### config.mk
export PLATFORM = sky130hd
export DESIGN_NAME = color_key_alpha_pixel
export DESIGN_NICKNAME = d
export VERILOG_FILES = /design/src/rtl/core/ckap_pkg.sv /design/src/rtl/core/color_key_alpha_pixel.sv
export SDC_FILE = /design/constraint.sdc
export NUM_CORES = 1
export LEC_CHECK = 0
export BUFFER_PORTS_ARGS = -buffer_cell sky130_fd_sc_hd__buf_2
export CAP_MARGIN = 30
export CELL_PAD_IN_SITES_DETAIL_PLACEMENT = 1
export CELL_PAD_IN_SITES_GLOBAL_PLACEMENT = 1
export CORE_ASPECT_RATIO = 1.4
export CORE_UTILIZATION = 51
export DETAILED_ROUTE_END_ITERATION = 6
export PLACE_DENSITY_LB_ADDON = 0.1
export SLEW_MARGIN = 0
export SYNTH_ARGS = -nofsm -noshare
export SYNTH_HDL_FRONTEND = slang
export SYNTH_SLANG_ARGS = --single-unit
### constraint.sdc
create_clock -name clk -period 6.5 [get_ports clk]
set_clock_uncertainty 0.15 [all_clocks]
set_input_delay 0.325 -clock clk [delete_from_list [all_inputs] [get_ports clk]]
set_output_delay 0.325 -clock clk [all_outputs]
set_load 0.005 [all_outputs]
### src/rtl/core/ckap_pkg.sv
// Shared types and constants for the chroma key alpha pipeline.
// No dependencies; imported by color_key_alpha_pixel.
package ckap_pkg;

    localparam int CHANNELS  = 3;
    localparam int STAGES    = 8;
    localparam int REM_W     = 16;
    localparam int SUM_W     = 10;
    localparam int ADDR_W    = 5;

    localparam logic [7:0]       ALPHA_OPAQUE = 8'd255;
    localparam logic [SUM_W-1:0] THIRD_MUL    = 10'd683;
    localparam int               THIRD_SHIFT  = 11;

    localparam logic [7:0] KEY_RESET = 8'd0;
    localparam logic [7:0] TOL_RESET = 8'd64;

    typedef enum logic [2:0] {
        REG_KEY_RED   = 3'd0,
        REG_KEY_GREEN = 3'd1,
        REG_KEY_BLUE  = 3'd2,
        REG_TOL_RED   = 3'd3,
        REG_TOL_GREEN = 3'd4,
        REG_TOL_BLUE  = 3'd5,
        REG_NONE_6    = 3'd6,
        REG_NONE_7    = 3'd7
    } reg_idx_t;

    typedef struct packed {
        logic [CHANNELS-1:0][7:0]       color;
        logic [CHANNELS-1:0]            in_key;
        logic [CHANNELS-1:0][REM_W-1:0] rem;
        logic [CHANNELS-1:0][7:0]       quo;
        logic [SUM_W-1:0]               sum;
        logic [7:0]                     alpha;
    } pix_t;

    typedef struct packed {
        logic [REM_W-1:0] rem;
        logic             hit;
    } div_t;

    // One restoring division step: subtract the shifted divisor where it fits.
    function automatic div_t div_step(input logic [REM_W-1:0] rem,
                                      input logic [7:0] tol,
                                      input logic [2:0] idx);
        logic [REM_W-1:0] sub;
        div_t             res;
        begin
            sub = REM_W'(tol) << idx;
            res.hit = (rem >= sub);
            res.rem = res.hit ? (rem - sub) : rem;
            return res;
        end
    endfunction

endpackage

### src/rtl/core/color_key_alpha_pixel.sv
// Chroma key alpha pipeline: per-channel distance, pipelined divide, averaging.
// Depends on ckap_pkg.
//
//  channel | dir | handshake             | payload
//  s_*     | in  | s_tvalid / s_tready   | s_tdata  pixel_red, pixel_green, pixel_blue
//  m_*     | out | m_tvalid / m_tready   | m_tdata  out_red, out_green, out_blue, out_alpha
//  apb     | in  | psel, penable, pwrite | paddr, pwdata, prdata, pready
//
// The datapath has eight register stages: distance, scale by 255,
// four radix-4 divide stages, channel sum, and the divide by three.
// One request is taken every cycle while the output side keeps up.
// Each stage holds only when it is full and the stage after it holds, so
// bubbles close up under backpressure. Reset empties the pipeline and loads
// keys of 0 and tolerances of 64.
module color_key_alpha_pixel
(
    input  logic                       clk,
    input  logic                       rst_n,
    input  logic                       s_tvalid,
    output logic                       s_tready,
    input  logic [23:0]                s_tdata,  // pixel_red, pixel_green, pixel_blue
    output logic                       m_tvalid,
    input  logic                       m_tready,
    output logic [31:0]                m_tdata,  // out_red, out_green, out_blue, out_alpha
    input  logic                       psel,
    input  logic                       penable,
    input  logic                       pwrite,
    input  logic [ckap_pkg::ADDR_W-1:0] paddr,
    input  logic [31:0]                pwdata,
    output logic [31:0]                prdata,
    output logic                       pready
);
    import ckap_pkg::*;

    logic [CHANNELS-1:0][7:0] key_reg;
    logic [CHANNELS-1:0][7:0] tol_reg;
    logic [7:0]               held_tol;
    reg_idx_t                 reg_idx;
    logic                     cfg_write;

    pix_t                     pipe_reg   [STAGES];
    pix_t                     stage_next [STAGES];
    logic [STAGES-1:0]        valid_reg;
    logic [STAGES-1:0]        valid_in;
    logic [STAGES-1:0]        ready;

    logic [CHANNELS-1:0][7:0] chan_dist;
    logic [CHANNELS-1:0][7:0] diff;
    div_t                     step_hi;
    div_t                     step_lo;
    logic [2:0]               bit_hi;
    logic [2:0]               bit_lo;
    logic [2*SUM_W-1:0]       third_prod;
    logic [8:0]               third;

    // configuration port
    assign pready    = 1'b1;
    assign reg_idx   = reg_idx_t'(paddr[4:2]);
    assign cfg_write = psel && penable && pwrite && pready;
    assign held_tol  = (pwdata[7:0] == 8'd0) ? 8'd1 : pwdata[7:0];

    always_ff @(posedge clk or negedge rst_n)
    begin
        if (!rst_n)
        begin
            key_reg <= {CHANNELS{KEY_RESET}};
            tol_reg <= {CHANNELS{TOL_RESET}};
        end
        else if (cfg_write)
        begin
            case (reg_idx)
                REG_KEY_RED:   key_reg[0] <= pwdata[7:0];
                REG_KEY_GREEN: key_reg[1] <= pwdata[7:0];
                REG_KEY_BLUE:  key_reg[2] <= pwdata[7:0];
                REG_TOL_RED:   tol_reg[0] <= held_tol;
                REG_TOL_GREEN: tol_reg[1] <= held_tol;
                REG_TOL_BLUE:  tol_reg[2] <= held_tol;
                default:       ;
            endcase
        end
    end

    always_comb
    begin
        case (reg_idx)
            REG_KEY_RED:   prdata = {24'd0, key_reg[0]};
            REG_KEY_GREEN: prdata = {24'd0, key_reg[1]};
            REG_KEY_BLUE:  prdata = {24'd0, key_reg[2]};
            REG_TOL_RED:   prdata = {24'd0, tol_reg[0]};
            REG_TOL_GREEN: prdata = {24'd0, tol_reg[1]};
            REG_TOL_BLUE:  prdata = {24'd0, tol_reg[2]};
            default:       prdata = 32'd0;
        endcase
    end

    // stage flow control
    always_comb
    begin
        ready[STAGES-1] = !valid_reg[STAGES-1] || m_tready;
        for (int k = STAGES-2; k >= 0; k--)
        begin
            ready[k] = !valid_reg[k] || ready[k+1];
        end
        valid_in[0] = s_tvalid;
        for (int k = 1; k < STAGES; k++)
        begin
            valid_in[k] = valid_reg[k-1];
        end
    end

    assign s_tready = ready[0];

    // stage datapath
    always_comb
    begin
        for (int k = 0; k < STAGES; k++)
        begin
            stage_next[k] = (k == 0) ? pipe_reg[0] : pipe_reg[k-1];
        end

        // distance and inside test
        for (int c = 0; c < CHANNELS; c++)
        begin
            stage_next[0].color[c] = s_tdata[8*c +: 8];
            chan_dist[c] = (s_tdata[8*c +: 8] >= key_reg[c]) ?
                           (s_tdata[8*c +: 8] - key_reg[c]) : (key_reg[c] - s_tdata[8*c +: 8]);
            diff[c] = tol_reg[c] - chan_dist[c];
            stage_next[0].in_key[c] = (chan_dist[c] < tol_reg[c]);
            stage_next[0].rem[c]    = REM_W'(diff[c]);
            stage_next[0].quo[c]    = 8'd0;
        end
        stage_next[0].sum   = '0;
        stage_next[0].alpha = '0;

        // scale by 255
        for (int c = 0; c < CHANNELS; c++)
        begin
            stage_next[1].rem[c] = (pipe_reg[0].rem[c] << 8) - pipe_reg[0].rem[c];
        end

        // divide by tolerance, two quotient bits per stage
        step_hi = '0;
        step_lo = '0;
        bit_hi  = '0;
        bit_lo  = '0;
        for (int s = 2; s < 6; s++)
        begin
            bit_hi = 3'(2*(5-s)+1);
            bit_lo = 3'(2*(5-s));
            for (int c = 0; c < CHANNELS; c++)
            begin
                step_hi = div_step(pipe_reg[s-1].rem[c], tol_reg[c], bit_hi);
                step_lo = div_step(step_hi.rem, tol_reg[c], bit_lo);
                stage_next[s].rem[c]         = step_lo.rem;
                stage_next[s].quo[c][bit_hi] = step_hi.hit;
                stage_next[s].quo[c][bit_lo] = step_lo.hit;
            end
        end

        // channel sum
        stage_next[6].sum = SUM_W'(pipe_reg[5].quo[0]) + SUM_W'(pipe_reg[5].quo[1])
                          + SUM_W'(pipe_reg[5].quo[2]);

        // divide by three and form alpha
        third_prod = (2*SUM_W)'(pipe_reg[6].sum) * (2*SUM_W)'(THIRD_MUL);
        third      = third_prod[THIRD_SHIFT +: 9];
        stage_next[7].alpha = (&pipe_reg[6].in_key) ?
                              8'(9'(ALPHA_OPAQUE) - third) : ALPHA_OPAQUE;
    end

    always_ff @(posedge clk or negedge rst_n)
    begin
        if (!rst_n)
        begin
            valid_reg <= '0;
        end
        else
        begin
            for (int k = 0; k < STAGES; k++)
            begin
                if (ready[k])
                begin
                    valid_reg[k] <= valid_in[k];
                end
            end
        end
    end

    always_ff @(posedge clk)
    begin
        for (int k = 0; k < STAGES; k++)
        begin
            if (ready[k] && valid_in[k])
            begin
                pipe_reg[k] <= stage_next[k];
            end
        end
    end

    assign m_tvalid = valid_reg[STAGES-1];
    assign m_tdata  = {pipe_reg[STAGES-1].alpha, pipe_reg[STAGES-1].color[2],
                       pipe_reg[STAGES-1].color[1], pipe_reg[STAGES-1].color[0]};

`ifndef NO_ASSERTIONS
    a_outside_opaque: assert property (@(posedge clk) disable iff (!rst_n)
        (m_tvalid && !(&pipe_reg[STAGES-1].in_key)) |-> (m_tdata[31:24] == ALPHA_OPAQUE))
        else $error("pixel outside key not opaque");

    a_ready_with_room: assert property (@(posedge clk) disable iff (!rst_n)
        !(&valid_reg) |-> s_tready)
        else $error("input held while pipeline has an empty stage");

    a_tol_nonzero: assert property (@(posedge clk) disable iff (!rst_n)
        (tol_reg[0] != 8'd0) && (tol_reg[1] != 8'd0) && (tol_reg[2] != 8'd0))
        else $error("tolerance register holds zero");

    a_remainder_bound: assert property (@(posedge clk) disable iff (!rst_n)
        (valid_reg[5] && (&pipe_reg[5].in_key))
                    |-> ((pipe_reg[5].rem[0] < 16'(tol_reg[0]))
                      && (pipe_reg[5].rem[1] < 16'(tol_reg[1]))
                      && (pipe_reg[5].rem[2] < 16'(tol_reg[2]))))
        else $error("division remainder not below tolerance");
`endif

endmodule
# After elaboration in Yosys (flattened, before gate mapping)
# Memory sizes are Yosys's and may differ from the RTL's.
# Index checks and enable logic that the tools add are counted.
word_totals:
  wordCells: 171
  ramBits: 936
  reg_bits: 56
  output_inout_bits: 67
  n_memories: 1
  input_bits: 68
op_classes:
  n_reduce_logical: 35
  add_sub_neg: 39
  multipliers: 1
  muxes: 46
  eq_ne: 5
  magnitude_cmp: 30
mem_list:
  columns: ["memory", "words", "width", "rd", "rd_ports_with_merged_regs", "write_ports", "line_no", "text"]
  rows:
  - ["pipe_reg", 8, 117, 8, 0, 8, "color_key_alpha_pixel.sv:41", "pix_t pipe_reg [STAGES];"]
op_table:
  columns: ["operator", "n"]
  rows:
  - ["2-to-1 mux 16 bit", 24]
  - ["subtractor 8 bit", 9]
  - [">= comparator 16 x 10 -> 1 bit", 3]
  - [">= comparator 16 x 11 -> 1 bit", 3]
  - [">= comparator 16 x 12 -> 1 bit", 3]
  - [">= comparator 16 x 13 -> 1 bit", 3]
  - [">= comparator 16 x 14 -> 1 bit", 3]
  - [">= comparator 16 x 15 -> 1 bit", 3]
  - [">= comparator 16 x 8 -> 1 bit", 3]
  - [">= comparator 16 x 9 -> 1 bit", 3]
  - ["case mux 8 bit (6 select lines)", 1]
  - ["subtractor 16 x 10 -> 16 bit", 3]
  - ["subtractor 16 x 11 -> 16 bit", 3]
  - ["subtractor 16 x 12 -> 16 bit", 3]
  - ["subtractor 16 x 13 -> 16 bit", 3]
  - ["subtractor 16 x 14 -> 16 bit", 3]
  - ["subtractor 16 x 15 -> 16 bit", 3]
  - ["subtractor 16 bit", 3]
  - ["subtractor 16 x 8 -> 16 bit", 3]
  - ["subtractor 16 x 9 -> 16 bit", 3]
  - ["2-to-1 mux 8 bit", 5]
  - [">= comparator 8 bit", 3]
  - ["less-than comparator 8 bit", 3]
  - ["multiplier 10 x 10 -> 19 bit (second input constant)", 1]
  - ["other kinds (14)", 59]

# Longest topological paths before layout
depth:
  depth_word: 12
  mapped_depth: 22
  depth_no_buf: 19

# Least setup slack after synthesis
# No wires, ideal clock.
synth_timing:
  path_type: "reg-to-reg"
  start: "reg valid_reg[7]"
  end: "mem pipe_reg[4][100] (netlist name), enable pin"
  path_stages_with_launch: 5
  period_less_slack_ns: 5.539
  required_time_ns: 5.794
  slack_ns: 0.961
  setup_ns: 0.556
  n_path_buf: 0
  arrival_ns: 4.832
  path_cell_list: "dfrtp_1 nor2b_1 nand3_1 nor2_1 nor2b_1"
synth_lines:
  columns: ["element", "line_no", "text"]
  rows:
  - ["from (decl)", "color_key_alpha_pixel.sv:43", "logic [STAGES-1:0] valid_reg;"]
  - ["from (signal, indexed assignment)", "color_key_alpha_pixel.sv:183", "valid_reg[k] <= valid_in[k];"]
  - ["to (decl)", "color_key_alpha_pixel.sv:41", null]

==> flow_metrics.py <==
metrics = {
    "yosys": {
        "syn_inst": 3097,
        "synth-compound-area-share_pct": 12.4,
        "synth_top_family_by_area": "adder cells",
        "netlist_area_um2": 35000,
        "synth_top_area_share_pct": 43.5,
        "synth-adder-area-share_pct": 15.2,
        "avgSynthCellArea_um2": 11.3,
        "synth_mux_area_share_pct": 4.93,
        "yosys_most_used_dff": "edfxtp_1",
        "yosysMostFrequentCell": "edfxtp_1",
        "synth_top_area_cell": "edfxtp_1",
        "synth-edff-count": 507,
        "yosysUniqueCellTypes": 96,
        "ys_top_cells_by_area": "edfxtp_1 44%, ha_1 12%, dfrtp_1 3.8%",
        "yosysWarnings": 0,
        "synth_common_cells": "507 x edfxtp_1, 329 x ha_1, 270 x inv_1",
        "async_reset_ff_share_pct": 9.95,
        "synth-xor-area-share_pct": 4.23,
        "yosys.area_share.simple_pct": 11.7,
        "yosysSeqAreaShare_pct": 47.6,
        "synth-seq-cells": 563,
    },
    "place": {
        "placed_cells": 4047,
        "numPortBuffers": 83,
        "dp_hpwl_um": 74600,
        "gp_congestion": 0.917,
        "postPlaceCellArea_um2": 36600,
    },
    "drt": {
        "drt-pass1-iter-count": 5,
        "highest-signal-layer": "met4",
        "first_iter_violations": 1059,
        "via_per_inst": 5.94,
        "drc": 0,
        "dr_wl_met3_um": 2650,
        "routedLengthMet1_um": 35100,
        "antenna_left": 0,
        "totalWireLength_um": 95000,
        "vias": 24900,
        "met2_wirelength_um": 52000,
        "wl_per_cell_um": 22.7,
    },
    "flow_run": {
        "drv_cap": 0,
    },
    "sta": {
        "period_share_pct": 93.3,
        "fmax_ghz": 0.165,
        "rsz0062_at_grt": "no",
        "holdWs_ns": 0.218,
        "tns_ns": 0,
        "max-slew-margin-rel_pct": 30.3,
        "fin_crit_ns": 6.06,
        "setup_violations": 0,
        "hold_viol": 0,
        "slew_violations": 0,
        "tightest_slew_ns": 1.04,
    },
    "clock_network": {
        "root_buffer": "clkbuf_16",
        "clock-sinks": 563,
        "clock_latency_ns": 0.66,
        "cts_made_buffers": 56,
        "cts_buffer_depth": 3,
        "clkTransAtPathRegs_ns": 0.07,
        "cts_tree": "yes",
        "htreeDepth": 2,
    },
    "global_route": {
        "gr-total-overflow": 0,
        "antenna_found_initial": 0,
        "grt_pass1_wl_um": 148000,
        "grt_pass1_vias": 27300,
        "track_usage_pct": 27.5,
        "grt_max_degree": 75,
    },
    "critical_path": {
        "path_class": "reg2reg",
        "slowest_stage": "nor4b_1",
        "critPathBufInv": 1,
        "cp_cell_sequence": "inv_1, ha_1, nand4_1, nor4_2, nor4b_1, nand2_2, mux2_2, ha_1, nor2b_1, o21ai_0, a21boi_0, o21ai_0, a21oi_1, or2_2, or4_1, mux2_1",
        "worst_r2r_endpoint": "pipe_reg[3][52]",
        "end_kind": "flip-flop",
        "critPathRequiredTime_ns": 6.73,
        "critPathLaunch": "tol_reg[6]",
        "r2r-start": "tol_reg[6]",
        "critPathArrivalTime_ns": 6.29,
        "crit_path_max_fanout": 12,
        "rrSetupSlack_ns": 0.44,
        "cp-start-kind": "flip-flop",
        "max_stage_delay_ns": 0.73,
        "reg2regPathDepth": 16,
        "path_delay_family": "simple AND/OR/NAND/NOR gates",
    },
    "cells_and_area": {
        "drive_gt1_share_pct": 11.4,
        "areaGrowthSynthToFinish_pct": 11.6,
        "diodes": 0,
        "largest_reg_flops": 507,
        "final_nets": 3738,
        "design_area_um2": 39000,
        "fin_cells": 4191,
    },
    "hold_path": {
        "worstHoldEndpoint": "pipe_reg[7][95]",
        "hp-start": "pipe_reg[6][95]",
        "whs_path_depth": 0,
        "min_path_type": "reg2reg",
    },
    "floorplanning": {
        "rows": 113,
        "fp.dieW_um": 223,
        "fp.dieArea_um2": 69600,
        "io_pins": 135,
        "initial_utilization_pct": 51.5,
        "die_h_um": 312,
        "core_area_um2": 67900,
    },
    "run_status": {
        "outcome": "finished clean",
    },
}
==> cell type report <==
type,count,area [µm²]
well taps,862,1080
clock inverters,46,594
repair buffers,165,1180
multi-input cells,2221,17100
clock buffers,60,1430
flip-flops and latches,563,16600
fillers,7154,28800
inverters,274,1030
==> cells in the final DEF, fill, tap and decap left out, types with 24 or more instances in the layout <==
cell,count
dlygate4sd3_1,35
xnor2_1,105
xor2_1,64
nand2b_1,33
nor3_1,69
dfrtp_1,53
nor4_1,27
a21o_1,53
o21ai_0,174
nand3_1,24
mux2i_1,56
o31ai_1,28
edfxtp_1,507
o21a_1,49
nand4_1,45
clkbuf_16,56
conb_1,25
mux2_2,80
fa_1,60
a21oi_1,165
ha_1,329
nand2_1,191
nor2b_1,61
buf_4,43
nor2_1,204
buf_2,83
inv_1,270
==> repair_timing <==
action / 4_1_cts / 5_1_grt
hold buffers: 35 / 0
resized for setup: 0 / 2
endpoints found under the hold margin: 114 / 0
buffers inserted: 0 / 0
endpoints found under the setup margin: 0 / 6
==> logic make-up after synthesis <==
logic type / count (synthesis)
other: 2
flip-flops: 563
AO/OA/AOI/OAI: 678
buffers and inverters: 336
adder cells (fa/ha/maj): 390
multiplexers: 157
XOR/XNOR: 169
AND/OR/NAND/NOR: 802
==> metrics by stage <==
| step | util [%] | setup slack (ns) |
|---|---|---|
| floorplan | - | 0.961 |
| global placement | 53.9 | 0.663 |
| detailed placement | 53.9 | 0.364 |
| CTS | 57.4 | 0.308 |
| global route | 57.5 | 0.113 |
| finish | 57.5 | 0.438 |
==> metal layers <==
metal	global-route usage (%)	up-vias
met5	0	-
met3	2.62	221
met2	53.4	512
met1	28.9	12500
met4	14.4	0
li1	-	11700
==> how the worst max path moves through the flow <==
| stage | cells past startpoint | endpoint |
|---|---|---|
| after floorplan | 4 | pipe_reg[4][100] |
| final | 16 | pipe_reg[3][52] |
| after global routing | 17 | pipe_reg[3][52] |
| after detailed placement | 16 | pipe_reg[3][52] |
| after global placement | 16 | pipe_reg[3][50] |
| after CTS | 16 | pipe_reg[3][52] |
Power is not shown: default switching activity piles up to over one toggle a cycle in this logic, so the estimate is an artifact.
